$ cat src/pfci_pkg.sv
// Shared types and constants of the polyphase coefficient interpolator.
`timescale 1ns / 1ps
package pfci_pkg;

  localparam int COEF_W  = 16;  // Q1.15 table entries and coefficients
  localparam int TAP_W   = 6;   // tap number
  localparam int HALF_W  = 6;   // tap_half_count register
  localparam int PHN_W   = 8;   // phase_count register
  localparam int PHASE_W = 16;  // Q0.16 phase
  localparam int LIDX_W  = 12;  // load_index field
  localparam int IDX_W   = 16;  // internal table index, covers depth and base math
  localparam int MUL_A_W = 18;  // signed multiplier operand
  localparam int MUL_B_W = 16;  // unsigned multiplier operand
  localparam int PROD_W  = 35;  // signed product, MUL_A_W + MUL_B_W + 1

  // register indexes on the configuration port
  typedef enum logic [0:0] {
    CFG_TAP_HALF  = 1'b0,
    CFG_PHASE_CNT = 1'b1
  } cfg_reg_e;

  // operand selection of the shared multiplier
  typedef enum logic [1:0] {
    MUL_TAP   = 2'd0,
    MUL_PHASE = 2'd1,
    MUL_HALF  = 2'd2
  } mul_sel_e;

  typedef struct packed {
    mul_sel_e mul_sel;
    logic     cap_frac;
  } dp_ctl_t;

  // one issued tap, travels alongside the table reads
  typedef struct packed {
    logic             valid;
    logic             hi;
    logic             last;
    logic [TAP_W-1:0] tap;
    logic             ok0;
    logic             ok1;
  } tap_tok_t;

endpackage

$ cat src/pfci_sequencer.sv
// Sequencer: setup multiplies, table address walk and tap tokens.
`timescale 1ns / 1ps
module pfci_sequencer #(
  parameter int TABLE_DEPTH = 4096,
  localparam int AW = $clog2(TABLE_DEPTH)
) (
  input  logic                               clk_i,
  input  logic                               rst_ni,
  input  logic                               go_i,
  input  logic [pfci_pkg::HALF_W-1:0]        h_i,
  input  logic [pfci_pkg::PHN_W-1:0]         n_i,
  input  logic signed [pfci_pkg::PROD_W-1:0] mul_res_i,
  output pfci_pkg::dp_ctl_t                  ctl_o,
  output pfci_pkg::tap_tok_t                 tok_o,
  output logic [AW-1:0]                      raddr0_o,
  output logic [AW-1:0]                      raddr1_o,
  output logic                               active_o
);
  import pfci_pkg::*;

  typedef enum logic [4:0] {
    S_IDLE = 5'b00001,
    S_MULP = 5'b00010,
    S_MULT = 5'b00100,
    S_BASE = 5'b01000,
    S_RUN  = 5'b10000
  } state_e;

  state_e             state_q, state_d;
  logic [TAP_W-1:0]   k_q, k_d;
  logic [PHN_W-1:0]   p_q, p_d;
  logic [IDX_W-1:0]   term_q, term_d;
  logic [IDX_W-1:0]   lo_q, lo_d, hi_q, hi_d;
  logic [IDX_W-1:0]   idx0, idx1;
  logic               in_hi, is_last;

  assign in_hi   = (k_q >= h_i);
  assign is_last = ({1'b0, k_q} == ({h_i, 1'b0} - 7'd1));
  assign idx0    = in_hi ? hi_q : lo_q;
  assign idx1    = idx0 + IDX_W'(1);

  always_comb begin
    state_d        = state_q;
    k_d            = k_q;
    p_d            = p_q;
    term_d         = term_q;
    lo_d           = lo_q;
    hi_d           = hi_q;
    ctl_o.mul_sel  = MUL_TAP;
    ctl_o.cap_frac = 1'b0;
    tok_o          = '0;
    unique case (state_q)
      S_IDLE: begin
        if (go_i) begin
          state_d = S_MULP;
        end
      end
      S_MULP: begin
        ctl_o.mul_sel = MUL_PHASE;
        state_d       = S_MULT;
      end
      S_MULT: begin
        // product of phase and N is on the multiplier output now
        ctl_o.mul_sel  = MUL_HALF;
        ctl_o.cap_frac = 1'b1;
        p_d            = mul_res_i[16 +: PHN_W];
        state_d        = S_BASE;
      end
      S_BASE: begin
        term_d  = mul_res_i[IDX_W-1:0];
        lo_d    = IDX_W'(p_q) + mul_res_i[IDX_W-1:0] - IDX_W'(n_i);
        hi_d    = IDX_W'(n_i) - IDX_W'(1) - IDX_W'(p_q);
        k_d     = '0;
        state_d = (h_i == '0) ? S_IDLE : S_RUN;
      end
      S_RUN: begin
        tok_o.valid = 1'b1;
        tok_o.hi    = in_hi;
        tok_o.last  = is_last;
        tok_o.tap   = k_q;
        tok_o.ok0   = (idx0 != term_q) && (32'(idx0) < TABLE_DEPTH);
        tok_o.ok1   = (idx1 != term_q) && (32'(idx1) < TABLE_DEPTH);
        if (in_hi) begin
          hi_d = hi_q + IDX_W'(n_i);
        end else begin
          lo_d = lo_q - IDX_W'(n_i);
        end
        if (is_last) begin
          state_d = S_IDLE;
        end else begin
          k_d = k_q + TAP_W'(1);
        end
      end
      default: state_d = S_IDLE;
    endcase
  end

  always_ff @(posedge clk_i or negedge rst_ni) begin
    if (!rst_ni) begin
      state_q <= S_IDLE;
      k_q     <= '0;
    end else begin
      state_q <= state_d;
      k_q     <= k_d;
    end
  end

  always_ff @(posedge clk_i) begin
    p_q    <= p_d;
    term_q <= term_d;
    lo_q   <= lo_d;
    hi_q   <= hi_d;
  end

  assign raddr0_o = idx0[AW-1:0];
  assign raddr1_o = idx1[AW-1:0];
  assign active_o = (state_q != S_IDLE);

endmodule

$ cat config.mk
export PLATFORM = sky130hd
export DESIGN_NAME = pfci_sequencer
export DESIGN_NICKNAME = d
export VERILOG_FILES = /design/src/pfci_pkg.sv /design/src/pfci_sequencer.sv
export SDC_FILE = /design/constraint.sdc
export NUM_CORES = 1
export LEC_CHECK = 0
export BUFFER_PORTS_ARGS = -buffer_cell sky130_fd_sc_hd__buf_2
export CAP_MARGIN = 10
export CORE_ASPECT_RATIO = 1.75
export CORE_MARGIN = 4
export CORE_UTILIZATION = 42
export CTS_CLUSTER_SIZE = 20
export DETAILED_ROUTE_END_ITERATION = 10
export PLACE_DENSITY = 0.67
export SYNTH_ARGS = -nofsm -noshare
export SYNTH_HDL_FRONTEND = slang
export SYNTH_SLANG_ARGS = --single-unit
export TNS_END_PERCENT = 100
$ cat constraint.sdc
create_clock -name clk_i -period 4.9 [get_ports clk_i]
set_clock_uncertainty 0.05 [all_clocks]
set_input_delay 0.245 -clock clk_i [delete_from_list [all_inputs] [get_ports clk_i]]
set_output_delay 0.245 -clock clk_i [all_outputs]
set_load 0.02 [all_outputs]
==> run_results.csv <==
group,metric,value,unit
die,die_h,172.5,um
layout,syn2layout_area_growth,13.85,%
layout,layout.nets,926,
pwr,power_density,299.0,mW/mm^2
die,start_util,0.4315,
pwr,power_leakage,3.248,nW
clock_tree,cts_tree,"built",
critical_path,arrival,4150,ps
clock_tree,cts.clk_slew.worst_paths,60,ps
die,io_pins,91,
pwr,ir_drop,0.0002541,V
critical_path,cp-end-kind,"output pin",
die,fp.dieArea,0.01760,sq mm
placement,placed_area,0.007068,sq mm
drt,routed-via-count,5574,
critical_path,critical_path_required,4610,ps
synthesis,synth-edff-count,56,
hold_path,whs_path_depth,1,
hold_path,hold_class,"in -> reg",
synthesis,synth_nets,850,
sta,fmax,224.9,MHz
drt,drc,0,
layout,drive_gt1_frac,0.1455,
synthesis,synth_area_leaders,"edfxtp_1, ha_1, xnor2_1",
synthesis,ys_seq_area_frac,0.3014,
critical_path,ff2ff_setup_slack,1450,ps
drt,wl,18000,um
clock_tree,cts_root_buf,"clkbuf_16",
synthesis,synth_area,0.006497,sq mm
critical_path,reg2reg_from,"p_q[1]",
sta,fin_tns_setup,0,ps
critical_path,timing.rr.end,"lo_q[15]",
critical_path,worstSetupEndpoint,"tok_o[0]",
clock_tree,cts_made_buffers,9,
critical_path,crit_fanout,6,
clock_tree,clk_path_buf_depth,2,
layout,fillers,1497,
drt,dr.pass1.iters,7,
sta,max-slew-margin-rel,0.3444,
synthesis,ys_seq_elements,67,
global_routing,grt_max_degree,34,
drt,routedWlPerCell,17.98,um
critical_path,path_class,"reg -> out",
critical_path,cp-start-kind,"register",
die,rows,59,
clock_tree,clock_latency,340,ps
synthesis,ys_warn_count,0,
placement,globalplace.congestion,0.8650,
critical_path,r2r_cells,12,
synthesis,synth_top_area_share,0.2588,
drt,drtIter0Drc,269,
global_routing,grt_pass1_vias,5729,
global_routing,antenna_found_initial,0,
layout,final_area,0.007397,sq mm
run_status,status,"completed",
synthesis,syn_inst,737,
layout,final-seq-area,0.001958,sq mm
drt,viasPerCell,5.568,
layout,diodes,0,
flow_run,maxCapViolations,0,
placement,numPortBuffers,79,
global_routing,grt-ovfl-total,0,
global_routing,grt_pass1_wl,28550,um
sta,finalHoldViolations,0,
synthesis,ys_types,63,
sta,maxSlewViolCount,0,
clock_tree,cts_num_sinks,67,
synthesis,synth_most_common_cell,"inv_1",
clock_tree,h-tree-depth,3,
synthesis,yosysTopAreaCell,"edfxtp_1",
die,die_w,102.0,um
synthesis,synth-async-reset-ratio,0.1642,
drt,ant_nets,0,
critical_path,critPathLaunch,"k_q[2]",
synthesis,synth_common_cells,"inv_1, nand2_1, xnor2_1, edfxtp_1, ha_1",
sta,worst_slew_pin_slew,982.4,ps
synthesis,ys.flop_type,"edfxtp_1",
sta,period_share,0.9074,
die,coreArea,0.01506,sq mm
global_routing,grt_util_all_layers,0.2082,
layout,multiInputGateArea,0.004143,sq mm
sta,min_period,4446,ps
placement,dpl.hpwl,14330,um
sta,rsz0062_at_grt,"no",
synthesis,syn_avg_cell_area,8.816,sq um
sta,setup_viol,0,
==> routing by layer <==
metal	track usage	part of all wire	vias to the layer above
met1	0.2331	0.39	2603
met4	0.09469	0.041	0
met5	0	0	-
met2	0.3798	0.53	163
li1	-	-	2761
met3	0.02621	0.042	47
==> repair_timing <==
action,CTS,global route
gates resized for setup,0,1
endpoints found under the setup margin,0,1
hold buffers,1,0
buffers inserted,0,0
hold endpoints to repair,11,0
==> where the power goes <==
group,internal (mW),switching (mW),leakage (nW)
logic,0.314,0.455,2.45
clock network,0.444,0.256,0.147
registers,0.689,0.0539,0.647
total,1.45,0.765,3.25
==> cell families (layout without fill, tap and decap cells) <==
group                    count (synthesis)  count (layout)  share of synthesized area
AND/OR/NAND/NOR                        233             233                     0.1806
XOR/XNOR                                93              93                     0.1254
buffers and inverters                  102             183                    0.06258
adder cells (fa/ha/maj)                 61              61                     0.1302
AO/OA/AOI/OAI                          152             152                     0.1542
multiplexers                            29              29                    0.04564
flip-flops                              67              67                     0.3014
==> worst min-delay path by stage <==
stage,slack [ps],start,to
CTS,20,mul_res_i[21],p_q[5]
floorplan,-100,rst_ni,k_q[0]
detailed placement,90,rst_ni,k_q[2]
finish,30,mul_res_i[20],p_q[4]
global placement,90,rst_ni,k_q[2]
global route,30,mul_res_i[19],p_q[3]
==> cell usage in the layout (no fill, tap or decap), types with 4 or more instances in the layout <==
cell       netlist  final
o211ai_1         5      5
fa_1            11     11
nor2_1          48     48
o21a_1           4      4
nand3_1         26     26
nand2_1         58     58
a211oi_1         9      9
nor3b_1          5      5
nand4_1         11     11
buf_4            4      5
buf_2            1     79
a221oi_1         5      5
a21oi_1         35     35
or4_1            4      4
a31oi_1          9      9
nor3_1          18     18
mux2i_1         24     24
nor4_1           5      5
and2_1          10     10
dfrtp_1         10     10
o21ai_0         39     37
o21bai_1         4      4
nand2b_1        11     11
inv_1           82     82
mux2_2           5      5
a211o_1          4      4
o31ai_1          5      5
edfxtp_1        56     56
nor2b_1         10     10
xor2_1          35     35
nand3b_1         6      6
or3_1            9      9
clkbuf_16        0      9
ha_1            50     49
xnor2_1         58     58
a21o_1          12     12
==> final cells by class <==
class / count / area share
multi-input cells: 568 / 0.5600
flip-flops and latches: 67 / 0.2647
repair buffers: 85 / 0.05988
inverters: 82 / 0.04161
well taps: 183 / 0.03095
clock buffers: 9 / 0.03045
clock inverters: 7 / 0.01235
==> state kept, by name, summed over array words and instances, names as in the netlist <==
register	count
lo_q	16
hi_q	16
k_q	6
p_q	8
state_q	5
term_q	16
==> critical path: stages (launching register included) <==
cell and delay (ps):
dfrtp_1 460, ha_1 340, a22oi_2 180, o211ai_2 210, a21oi_4 270, mux2i_1 390, ha_2 340, nand4_1 190
nor2_1 190, and2_1 140, mux2i_1 150, a21oi_1 260, nand2_1 90, a211o_1 300, a31oi_1 130, buf_2 190
==> metrics by stage <==
stage / std cells / power [mW] / hold slack (ps) / utilization / setup slack [ps]
CTS: 1001 / 2.223 / 21.54 / 0.4910 / 391.0
floorplan: 737 / 1.318 / -100.6 / - / 460.1
finish: 1001 / 2.212 / 30.24 / 0.4912 / 453.7
global placement: 984 / 1.509 / 85.32 / 0.4693 / 847.6
detailed placement: 984 / 1.520 / 87.07 / 0.4693 / 763.8
global route: 1001 / 2.343 / 27.46 / 0.4912 / 62.30
Power figures use the tool's default switching activity.
