<file path="src/pfci_pkg.sv">
// Shared types and constants of the polyphase coefficient interpolator.
`timescale 1ns / 1ps
package pfci_pkg;

  localparam int COEF_W  = 16;  // Q1.15 table entries and coefficients
  localparam int TAP_W   = 6;   // tap number
  localparam int HALF_W  = 6;   // tap_half_count register
  localparam int PHN_W   = 8;   // phase_count register
  localparam int PHASE_W = 16;  // Q0.16 phase
  localparam int LIDX_W  = 12;  // load_index field
  localparam int IDX_W   = 16;  // internal table index, covers depth and base math
  localparam int MUL_A_W = 18;  // signed multiplier operand
  localparam int MUL_B_W = 16;  // unsigned multiplier operand
  localparam int PROD_W  = 35;  // signed product, MUL_A_W + MUL_B_W + 1

  // register indexes on the configuration port
  typedef enum logic [0:0] {
    CFG_TAP_HALF  = 1'b0,
    CFG_PHASE_CNT = 1'b1
  } cfg_reg_e;

  // operand selection of the shared multiplier
  typedef enum logic [1:0] {
    MUL_TAP   = 2'd0,
    MUL_PHASE = 2'd1,
    MUL_HALF  = 2'd2
  } mul_sel_e;

  typedef struct packed {
    mul_sel_e mul_sel;
    logic     cap_frac;
  } dp_ctl_t;

  // one issued tap, travels alongside the table reads
  typedef struct packed {
    logic             valid;
    logic             hi;
    logic             last;
    logic [TAP_W-1:0] tap;
    logic             ok0;
    logic             ok1;
  } tap_tok_t;

endpackage

</file>
<file path="src/pfci_datapath.sv">
// Shared multiplier, operand selection and round/saturate stage.
`timescale 1ns / 1ps
module pfci_datapath (
  input  logic                               clk_i,
  input  logic                               rst_ni,
  input  pfci_pkg::dp_ctl_t                  ctl_i,
  input  pfci_pkg::tap_tok_t                 tok_i,
  input  logic [pfci_pkg::PHN_W-1:0]         n_i,
  input  logic [pfci_pkg::HALF_W-1:0]        h_i,
  input  logic [pfci_pkg::PHASE_W-1:0]       phase_i,
  input  logic signed [pfci_pkg::COEF_W-1:0] rd0_i,
  input  logic signed [pfci_pkg::COEF_W-1:0] rd1_i,
  output logic signed [pfci_pkg::PROD_W-1:0] mul_res_o,
  output logic                               busy_o,
  output logic                               res_valid_o,
  output logic [pfci_pkg::TAP_W-1:0]         tap_o,
  output logic signed [pfci_pkg::COEF_W-1:0] coef_o,
  output logic                               last_o
);
  import pfci_pkg::*;

  localparam int RND_W = PROD_W - 16;

  tap_tok_t                 tok1_q, tok2_q;
  logic [MUL_B_W-1:0]       frac_q;
  logic signed [COEF_W-1:0] a_s, b_s, a2_q;
  logic signed [COEF_W:0]   diff_s;
  logic signed [MUL_A_W-1:0] op_a;
  logic [MUL_B_W-1:0]       op_b;
  logic signed [PROD_W-1:0] mul_q, sum_s;
  logic signed [RND_W-1:0]  rnd_s;
  logic signed [COEF_W-1:0] sat_s;
  logic                     res_valid_q, last_q;
  logic [TAP_W-1:0]         tap_q;
  logic signed [COEF_W-1:0] coef_q;

  // stage 1: pick a/b per half, masked entries read as zero
  always_comb begin
    if (tok1_q.hi) begin
      a_s = tok1_q.ok1 ? rd1_i : '0;
      b_s = tok1_q.ok0 ? rd0_i : '0;
    end else begin
      a_s = tok1_q.ok0 ? rd0_i : '0;
      b_s = tok1_q.ok1 ? rd1_i : '0;
    end
    diff_s = (COEF_W+1)'(b_s) - (COEF_W+1)'(a_s);
  end

  always_comb begin
    unique case (ctl_i.mul_sel)
      MUL_PHASE: begin
        op_a = MUL_A_W'(n_i);
        op_b = phase_i;
      end
      MUL_HALF: begin
        op_a = MUL_A_W'(h_i);
        op_b = MUL_B_W'(n_i);
      end
      default: begin
        op_a = MUL_A_W'(diff_s);
        op_b = frac_q;
      end
    endcase
  end

  always_ff @(posedge clk_i) begin
    mul_q <= op_a * $signed({1'b0, op_b});
    a2_q  <= a_s;
    if (ctl_i.cap_frac) begin
      frac_q <= mul_q[MUL_B_W-1:0];
    end
  end

  // stage 2: a*2^16 + (b-a)*f + half, floor shift, saturate
  always_comb begin
    sum_s = (PROD_W'(a2_q) <<< 16) + mul_q + PROD_W'(32768);
    rnd_s = sum_s[PROD_W-1:16];
    priority if (rnd_s > RND_W'(32767)) begin
      sat_s = 16'sh7fff;
    end else if (rnd_s < -RND_W'(32768)) begin
      sat_s = 16'sh8000;
    end else begin
      sat_s = rnd_s[COEF_W-1:0];
    end
  end

  always_ff @(posedge clk_i or negedge rst_ni) begin
    if (!rst_ni) begin
      tok1_q      <= '0;
      tok2_q      <= '0;
      res_valid_q <= 1'b0;
    end else begin
      tok1_q      <= tok_i;
      tok2_q      <= tok1_q;
      res_valid_q <= tok2_q.valid;
    end
  end

  always_ff @(posedge clk_i) begin
    tap_q  <= tok2_q.tap;
    last_q <= tok2_q.last;
    coef_q <= sat_s;
  end

  assign mul_res_o   = mul_q;
  assign busy_o      = tok1_q.valid | tok2_q.valid;
  assign res_valid_o = res_valid_q;
  assign tap_o       = tap_q;
  assign coef_o      = coef_q;
  assign last_o      = last_q;

endmodule

</file>
<file path="config.mk">
export PLATFORM = sky130hd
export DESIGN_NAME = pfci_datapath
export DESIGN_NICKNAME = d
export VERILOG_FILES = /design/src/pfci_pkg.sv /design/src/pfci_datapath.sv
export SDC_FILE = /design/constraint.sdc
export NUM_CORES = 1
export LEC_CHECK = 0
export ABC_AREA = 1
export ABC_CLOCK_PERIOD_IN_PS = 21600
export BUFFER_PORTS_ARGS = -buffer_cell sky130_fd_sc_hd__buf_2
export CAP_MARGIN = 20
export CORE_AREA = 8 8 266 140
export CTS_CLUSTER_DIAMETER = 150
export DETAILED_ROUTE_END_ITERATION = 16
export DIE_AREA = 0 0 274 148
export PLACE_DENSITY = 0.7
export SLEW_MARGIN = 40
export SYNTH_ARGS = -nofsm -noshare
export SYNTH_HDL_FRONTEND = slang
export SYNTH_SLANG_ARGS = --single-unit
</file>
<file path="constraint.sdc">
create_clock -name clk_i -period 21.6 [get_ports clk_i]
set_input_delay 1.08 -clock clk_i [delete_from_list [all_inputs] [get_ports clk_i]]
set_output_delay 1.08 -clock clk_i [all_outputs]
set_load 0.01 [all_outputs]
</file>
==> results of run 1 <==
==> registers in the layout (all words and copies together) (netlist names) <==
| register | cells |
|---|---|
| a2_q | 16 |
| mul_res_o | 35 |
| frac_q | 16 |
| tap_o | 6 |
| last_o | 1 |
| res_valid_o | 1 |
| tok1_q | 11 |
| coef_o | 16 |
| tok2_q | 8 |
==> worst reg2reg max path: cells and delay by family (launching register included) <==
kind | cells | cell delay (ps)
flops | 1 | 380
xor+xnor | 1 | 140
fa+ha+maj | 8 | 4540
buf+inv | 3 | 690
compound gates | 6 | 1560
simple gates | 11 | 1720
==> metrics by stage <==
step / instances / cell area (µm²) / utilization
6_report: 2597 / 18000 / 0.535
5_1_grt: 2597 / 18000 / 0.535
4_1_cts: 2595 / 18000 / 0.534
3_5_place_dp: 2579 / 17600 / 0.524
3_3_place_gp: 2576 / 17600 / 0.524
2_1_floorplan: 2025 / 16500 / -
==> area by class of cell <==
cell class / instances / area (µm²)
Clock inverter: 7 / 98.8
Inverter: 482 / 1810
Multi-Input combinational cell: 1383 / 12000
Sequential cell: 110 / 2460
Tap cell: 450 / 563
Timing Repair Buffer: 156 / 827
Clock buffer: 9 / 225
Fill cell: 3246 / 15700
==> logic make-up after synthesis <==
| group | share of synthesized area |
|---|---|
| flops | 0.149 |
| fa+ha+maj | 0.430 |
| xor+xnor | 0.0356 |
| compound gates | 0.0774 |
| buf+inv | 0.124 |
| simple gates | 0.184 |
==> path summary, 6_finish.rpt <==
path / endpoint / slack (ps) / cells after the start
max: mul_res_o[33]$_DFF_P_ / 12480 / 29
min: tap_o[5]$_DFF_P_ / 350 / 0
max reg2reg: mul_res_o[33]$_DFF_P_ / 12480 / 29
min reg2reg: tap_o[5]$_DFF_P_ / 350 / 0
max in group asynchronous: tok1_q[5]$_DFF_PN0_ / 20680 / 1
min in group asynchronous: tok2_q[7]$_DFF_PN0_ / 630 / 1
==> cells in the final DEF (no fill, tap or decap), drive strengths merged, types with 3 or more instances in the layout <==
master / instances
a221o: 4
o211ai: 9
nand4: 61
ha: 124
xor2: 40
or2: 6
o21bai: 6
xnor2: 27
fa: 277
nand2: 353
a21boi: 7
a31oi: 5
buf: 156
o22ai: 4
nor2: 199
a21oi: 73
clkinv: 8
dfxtp: 74
nor4: 3
inv: 481
dfrtp: 20
edfxtp: 16
o21ai: 85
nor3: 9
clkbuf: 9
a22oi: 8
nand3: 63
a21o: 7
==> metal layers <==
metal	wire [µm]	global-route usage	vias to the layer above
met5	0	0	-
met4	687	0.0378	0
met3	7670	0.101	61
met2	19400	0.339	804
met1	25200	0.416	6889
li1	-	-	6425
==> impl_metrics.json, run 1 <==
{
  "min_period_ps": 9120,
  "dr.pass1.iters": 6,
  "drtIter0Drc": 1595,
  "cts_tree": "built",
  "fp-row-count": 48,
  "grtUsageTotal": 0.265,
  "grt_overflow_total": 0,
  "dpl.hpwl_um": 45500,
  "cts_buffers": 9,
  "wl_per_cell_um": 20.4,
  "wl_um": 53000,
  "nNetsFinal": 2621,
  "crit_family": "adder cells",
  "synth_edf_count": 16,
  "clkTransAtPathRegs_ps": 90,
  "yosysTopAreaCell": "fa_1",
  "synth_nets": 2504,
  "clk_latency_ps": 370,
  "seq_area_frac_synth": 0.149,
  "grt_max_degree": 81,
  "ys_ff_latch": 110,
  "crit_type": "reg -> reg",
  "vias": 14200,
  "syn-cell-area_um2": 16500,
  "critPathSlowestCell": "fa_1",
  "antenna_found_initial": 0,
  "boundaryPins": 138,
  "die_w_um": 274,
  "antenna_cells": 0,
  "slew_headroom": 0.490,
  "hold_viol_final": 0,
  "hold-worst-slack_ps": 347,
  "coreArea_um2": 33600,
  "setup.worst_path.end_class": "flop",
  "grt_pass1_vias": 14100,
  "cts_hold_buf": 0,
  "rr_startpoint": "tok1_q[9]$_DFF_PN0_",
  "ctsResizeCount": 0,
  "startpoint_type": "flop",
  "crit_start": "tok1_q[9]$_DFF_PN0_",
  "yosysTopAreaCellShare": 0.336,
  "dieArea_um2": 40600,
  "vias_per_cell": 5.46,
  "ys.flop_type": "dfxtp_1",
  "worstPathArrival_ps": 9380,
  "cts.path.max_buffers": 2,
  "synthTopCellsByCount": "inv_1 (473), nand2_1 (344), fa_1 (277)",
  "synth.distinct_cells": 56,
  "setup_viol": 0,
  "ant_nets": 0,
  "final-max-slew-violation-count": 0,
  "final.period_utilization": 0.422,
  "gp_congestion": 1.02,
  "synthArstFlopShare": 0.182,
  "fin_ws_ps": 12480,
  "io_buffers": 137,
  "cts.sinks": 110,
  "cts.htree.levels": 3,
  "crit_fanout": 64,
  "worst_pin_slew_ps": 764,
  "rsz0062_at_grt": "false",
  "yosysWarnings": 0,
  "hold_path_startpoint": "tok2_q[7]$_DFF_PN0_",
  "syn_inst": 2025,
  "chipHeight_um": 148,
  "critPathBufInv": 3,
  "min_path_type": "reg -> reg",
  "cpPeakStageDelay_ps": 900,
  "syn_area_per_cell_um2": 8.15,
  "fin_setup_tns_ps": 0,
  "crit_required_ps": 21860,
  "fmax_ghz": 0.110,
  "synth.most_common_cell": "inv_1",
  "max_cap_violations": 0,
  "area_delta_synth_final_pct": 9.00,
  "synthTopCellsByArea": "fa_1 (34%), inv_1 (11%), ha_1 (9.4%)",
  "grt_pass1_wl_um": 83000,
  "status": "finished clean",
  "fin_skew_ps": 12.8,
  "drive_gt1_frac": 0.104,
  "crit_path_frequent_cell": "nand2_1",
  "postCtsSetupBuffers": 0,
  "post-route-drc-count": 0,
  "place_ws_ps": 12300,
  "start_util": 0.490,
  "root_buffer": "clkbuf_16"
}
Power of run 1 is left out: the tool's default activity adds up to more than one toggle a clock period on the data nets, which glitch-free logic cannot reach.
==> run 2, diff against run 1 <==
--- a/config.mk
+++ b/config.mk
@@ -6,7 +6,7 @@
 export NUM_CORES = 1
 export LEC_CHECK = 0
 export ABC_AREA = 1
-export ABC_CLOCK_PERIOD_IN_PS = 21600
+export ABC_CLOCK_PERIOD_IN_PS = 9120
 export BUFFER_PORTS_ARGS = -buffer_cell sky130_fd_sc_hd__buf_2
 export CAP_MARGIN = 20
 export CORE_AREA = 8 8 266 140
==> constraint.sdc (replaced) <==
create_clock -name clk_i -period 9.12 [get_ports clk_i]
set_input_delay 0.456 -clock clk_i [delete_from_list [all_inputs] [get_ports clk_i]]
set_output_delay 0.456 -clock clk_i [all_outputs]
set_load 0.01 [all_outputs]
==> impl_metrics.json, run 2 (same netlist as run 1, synthesis figures left out) <==
{
  "gp_congestion": 1.02,
  "wl_per_cell_um": 20.4,
  "final.period_utilization": 0.950,
  "drtIter0Drc": 1501,
  "status": "finished, violations left",
  "max_cap_violations": 0,
  "start_util": 0.490,
  "setup.worst_path.end_class": "flop",
  "boundaryPins": 138,
  "clk_latency_ps": 380,
  "cts.htree.levels": 3,
  "coreArea_um2": 33600,
  "min_period_ps": 8670,
  "postCtsSetupBuffers": 0,
  "setup_viol": 0,
  "fmax_ghz": 0.115,
  "startpoint_type": "flop",
  "slew_headroom": 0.433,
  "cts_tree": "built",
  "dpl.hpwl_um": 46100,
  "worst_pin_slew_ps": 850,
  "cts_buffers": 9,
  "rsz0062_at_grt": "false",
  "cts.path.max_buffers": 2,
  "worstPathArrival_ps": 8970,
  "layout_commonest_cell": "inv_1",
  "critPathSlowestCell": "fa_1",
  "final_cell_mix": "inv_1 (472), nand2_1 (344), fa_1 (277)",
  "grtUsageTotal": 0.267,
  "min_path_type": "in -> async",
  "fp-row-count": 48,
  "wl_um": 53400,
  "fin_skew_ps": 10.2,
  "crit_type": "reg -> reg",
  "cpPeakStageDelay_ps": 610,
  "fin_setup_tns_ps": 0,
  "vias_per_cell": 5.51,
  "chipHeight_um": 148,
  "antenna_found_initial": 2,
  "vias": 14400,
  "grt_pass1_wl_um": 83700,
  "hold-worst-slack_ps": -0.941,
  "grt_max_degree": 65,
  "hold_viol_final": 3,
  "nNetsFinal": 2638,
  "dr.pass1.iters": 8,
  "clkTransAtPathRegs_ps": 80,
  "drive_gt1_frac": 0.113,
  "io_buffers": 137,
  "root_buffer": "clkbuf_16",
  "ant_nets": 0,
  "post-route-drc-count": 0,
  "area_delta_synth_final_pct": 9.92,
  "largest_register_ffs": 35,
  "violations": "hold timing",
  "crit_fanout": 16,
  "die_w_um": 274,
  "grt_overflow_total": 0,
  "crit_path_frequent_cell": "nand2_1",
  "cts.sinks": 110,
  "final-max-slew-violation-count": 0,
  "dieArea_um2": 40600,
  "grt_pass1_vias": 14500,
  "crit_required_ps": 9430
}
[run 2: changes by cell type in the layout (fill, tap and decap cells not counted), sizes merged]
cell | before | now
clkinv | 8 | 7
inv | 481 | 482
buf | 156 | 172
diode | 0 | 1
clkbuf | 9 | 10
[run 2: layout make-up]
| class | instances | area (µm²) |
|---|---|---|
| multi-input combinational | 1383 | 12000 |
| inverter | 482 | 1810 |
| timing repair buffer | 173 | 963 |
| clock inverter | 7 | 93.8 |
| antenna | 1 | 2.50 |
| tap | 450 | 563 |
| clock buffer | 9 | 225 |
| fill | 3177 | 15500 |
| sequential | 110 | 2460 |
[run 2: final timing paths]
check                               startpoint                     to  slack, ps  cells after the start
setup / recovery           tok1_q[0]$_DFF_PN0_  mul_res_o[31]$_DFF_P_        450                     33
hold / removal                          rst_ni    tok1_q[7]$_DFF_PN0_       -0.9                      1
setup reg to reg           tok1_q[0]$_DFF_PN0_  mul_res_o[31]$_DFF_P_        450                     33
hold reg to reg            tok2_q[8]$_DFF_PN0_         last_o$_DFF_P_        350                      0
max in group asynchronous               rst_ni    tok1_q[1]$_DFF_PN0_       8810                      1
min in group clk_i                    tok_i[4]    tok1_q[4]$_DFF_PN0_        180                      1
[run 2: layer usage]
metal / part of all wire / vias up / global-route usage
met3: 0.15 / 62 / 0.105
met1: 0.47 / 7053 / 0.418
met4: 0.011 / 4 / 0.0423
li1: - / 6468 / -
met5: 0.00049 / - / 0.00501
met2: 0.37 / 832 / 0.341
[run 2: timing repair]
item	in CTS	in global routing
hold buffers	0	0
gates resized for setup	0	7
endpoints found under the setup margin	0	9
[run 2: through the flow]
stage	utilization	setup slack (ps)	std cells	hold WS, ps	cell area (µm²)
6_report	0.539	454	2615	-0.941	18100
5_1_grt	0.539	29.3	2614	31.5	18100
4_1_cts	0.538	344	2613	8.65	18100
3_5_place_dp	0.529	408	2597	329	17800
3_3_place_gp	0.528	510	2593	326	17800
2_1_floorplan	-	1240	2025	160	16500
[run 2: worst max-delay path, delay by kind of cell (launching register included)]
kind            cells  cell delay (ps)
flops               1              540
xor+xnor            2              370
compound gates      3              660
buf+inv             5              480
simple gates       15             2800
fa+ha+maj           8             3720
Power of run 2 is left out for the same reason.
==> run 3, diff against run 2 <==
--- a/config.mk
+++ b/config.mk
@@ -5,14 +5,14 @@
 export SDC_FILE = /design/constraint.sdc
 export NUM_CORES = 1
 export LEC_CHECK = 0
-export ABC_AREA = 1
 export ABC_CLOCK_PERIOD_IN_PS = 9120
 export BUFFER_PORTS_ARGS = -buffer_cell sky130_fd_sc_hd__buf_2
 export CAP_MARGIN = 20
-export CORE_AREA = 8 8 266 140
+export CORE_AREA = 8 8 269 141
 export CTS_CLUSTER_DIAMETER = 150
 export DETAILED_ROUTE_END_ITERATION = 16
-export DIE_AREA = 0 0 274 148
+export DIE_AREA = 0 0 277 149
+export MAX_ROUTING_LAYER = met4
 export PLACE_DENSITY = 0.7
 export SLEW_MARGIN = 40
 export SYNTH_ARGS = -nofsm -noshare
==> impl_metrics.json, run 3 <==
{
  "synth.distinct_cells": 77,
  "fill_cells": 3167,
  "cts.path.max_buffers": 2,
  "layout_commonest_cell": "inv_1",
  "min_period_ps": 8760,
  "wl_um": 55700,
  "crit_family": "adder cells",
  "grtUsageTotal": 0.282,
  "critPathBufInv": 7,
  "rr_worst_depth": 29,
  "grt_overflow_total": 0,
  "rr_endpoint": "mul_res_o[20]$_DFF_P_",
  "dieArea_um2": 41300,
  "grt_max_degree": 40,
  "area_delta_synth_final_pct": 10.7,
  "hold-worst-slack_ps": 52.1,
  "post-route-drc-count": 0,
  "io_buffers": 137,
  "syn-cell-area_um2": 16800,
  "drtIter0Drc": 1700,
  "nNetsFinal": 2553,
  "seq_area_frac_synth": 0.146,
  "crit_type": "reg -> reg",
  "clk_latency_ps": 380,
  "start_util": 0.495,
  "boundaryPins": 138,
  "clkTransAtPathRegs_ps": 90,
  "critPathSlowestCell": "fa_1",
  "cts.htree.levels": 3,
  "wl_met3_um": 8500,
  "vias": 14700,
  "ant_nets": 0,
  "fmax_ghz": 0.114,
  "crit_path_frequent_cell": "fa_1",
  "wl_met2_um": 20800,
  "max_cap_violations": 0,
  "fp-row-count": 48,
  "syn_inst": 1942,
  "final.period_utilization": 0.961,
  "grt_pass1_vias": 14500,
  "worst_pin_slew_ps": 884,
  "synthTopCellsByCount": "inv_1 (385), fa_1 (277), nand2_1 (206)",
  "dpl.hpwl_um": 47600,
  "crit_fanout": 30,
  "synth_nets": 2421,
  "status": "finished clean",
  "fin_skew_ps": 14.6,
  "setup.worst_path.end_class": "flop",
  "cts.sinks": 110,
  "cpPeakStageDelay_ps": 630,
  "grt_pass1_wl_um": 87300,
  "antenna_found_initial": 2,
  "final_cell_mix": "inv_1 (385), fa_1 (277), nand2_1 (206)",
  "syn_area_per_cell_um2": 8.67,
  "r2r_slack_ps": 360,
  "yosysTopAreaCell": "fa_1",
  "gp_congestion": 1.03,
  "drive_gt1_frac": 0.129,
  "rr_startpoint": "tok1_q[0]$_DFF_PN0_",
  "coreArea_um2": 34000,
  "synthTopCellsByArea": "fa_1 (33%), ha_1 (9.2%), dfxtp_1 (8.8%)",
  "synth.most_common_cell": "inv_1",
  "slew_headroom": 0.395,
  "cts_buffers": 9,
  "vias_per_cell": 5.79,
  "dr.pass1.iters": 6,
  "wl_met1_um": 26000,
  "ys.flop_type": "dfxtp_1",
  "largest_register_ffs": 35,
  "min_path_type": "in -> async",
  "startpoint_type": "flop",
  "synth_edf_count": 16,
  "crit_required_ps": 9380,
  "final-max-slew-violation-count": 0,
  "die_w_um": 277,
  "yosysWarnings": 0,
  "cts_tree": "built",
  "highest_layer": "met4",
  "chipHeight_um": 149,
  "ys_ff_latch": 110,
  "hold_viol_final": 0,
  "root_buffer": "clkbuf_16",
  "yosysTopAreaCellShare": 0.329,
  "setup_viol": 0,
  "worstPathArrival_ps": 9020,
  "wl_per_cell_um": 22.0,
  "synthArstFlopShare": 0.182
}
[run 3: cell types whose count changed in the layout (fill, tap and decap cells not counted), moves of 18 or more]
cell,before,now
nand2_1,344,206
inv_1,472,385
nor3_1,7,59
nand4_1,61,11
nor2_1,195,163
o21a_1,2,30
a21o_1,7,31
xor2_1,40,18
buf_4,33,51
xnor2_1,27,45
[run 3: per-stage QoR]
stage	setup slack (ps)	TNS, ps	cell area, µm²	util	instances
2_1_floorplan	422	0	16800	-	1942
3_3_place_gp	140	0	18200	0.534	2507
3_5_place_dp	-16.3	-16.3	18200	0.535	2507
4_1_cts	103	0	18500	0.545	2523
5_1_grt	-24.4	-24.4	18600	0.549	2531
6_report	357	0	18600	0.549	2531
[run 3: worst max path at each step]
stage,start,endpoint,slack [ps],depth (start not counted)
2_1_floorplan,tok1_q[9]$_DFF_PN0_,mul_res_o[34]$_DFF_P_,420,35
3_3_place_gp,tok1_q[9]$_DFF_PN0_,mul_res_o[26]$_DFF_P_,140,29
3_5_place_dp,tok1_q[9]$_DFF_PN0_,mul_res_o[26]$_DFF_P_,-20,29
4_1_cts,tok1_q[9]$_DFF_PN0_,mul_res_o[31]$_DFF_P_,100,29
5_1_grt,tok1_q[9]$_DFF_PN0_,mul_res_o[34]$_DFF_P_,-20,30
6_report,tok1_q[0]$_DFF_PN0_,mul_res_o[20]$_DFF_P_,360,29
[run 3: cell families (layout without fill, tap and decap cells)]
group,after synthesis,in the layout,share of synthesized area
multiplexers,7,7,0.00431
AO/OA/AOI/OAI,298,298,0.122
buffers and inverters,455,592,0.104
XOR/XNOR,64,64,0.0333
AND/OR/NAND/NOR,604,604,0.168
adder cells (fa/ha/maj),404,404,0.423
other,0,2,0
flip-flops,110,110,0.146
[run 3: final cells by class]
type | count | area [µm²] | share of cell area
antenna | 2 | 5.00 | 0.000268
multi-input combinational | 1377 | 12700 | 0.683
clock inverter | 6 | 80.1 | 0.00429
tap | 450 | 563 | 0.0302
clock buffer | 10 | 250 | 0.0134
timing repair buffer | 191 | 1100 | 0.0591
sequential | 110 | 2460 | 0.132
inverter | 385 | 1450 | 0.0775
[run 3: repair_timing]
action | CTS | global route
pin swaps | 0 | 4
hold buffers | 0 | 0
resized for setup | 1 | 26
endpoints found under the setup margin | 4 | 16
buffers inserted | 0 | 4
[run 3: metal layers]
metal / vias to the layer above / GRT usage
li1: 6490 / -
met2: 870 / 0.352
met3: 40 / 0.108
met5: - / -
met4: 0 / 0.0407
met1: 7261 / 0.426
Power of run 3 is left out for the same reason.
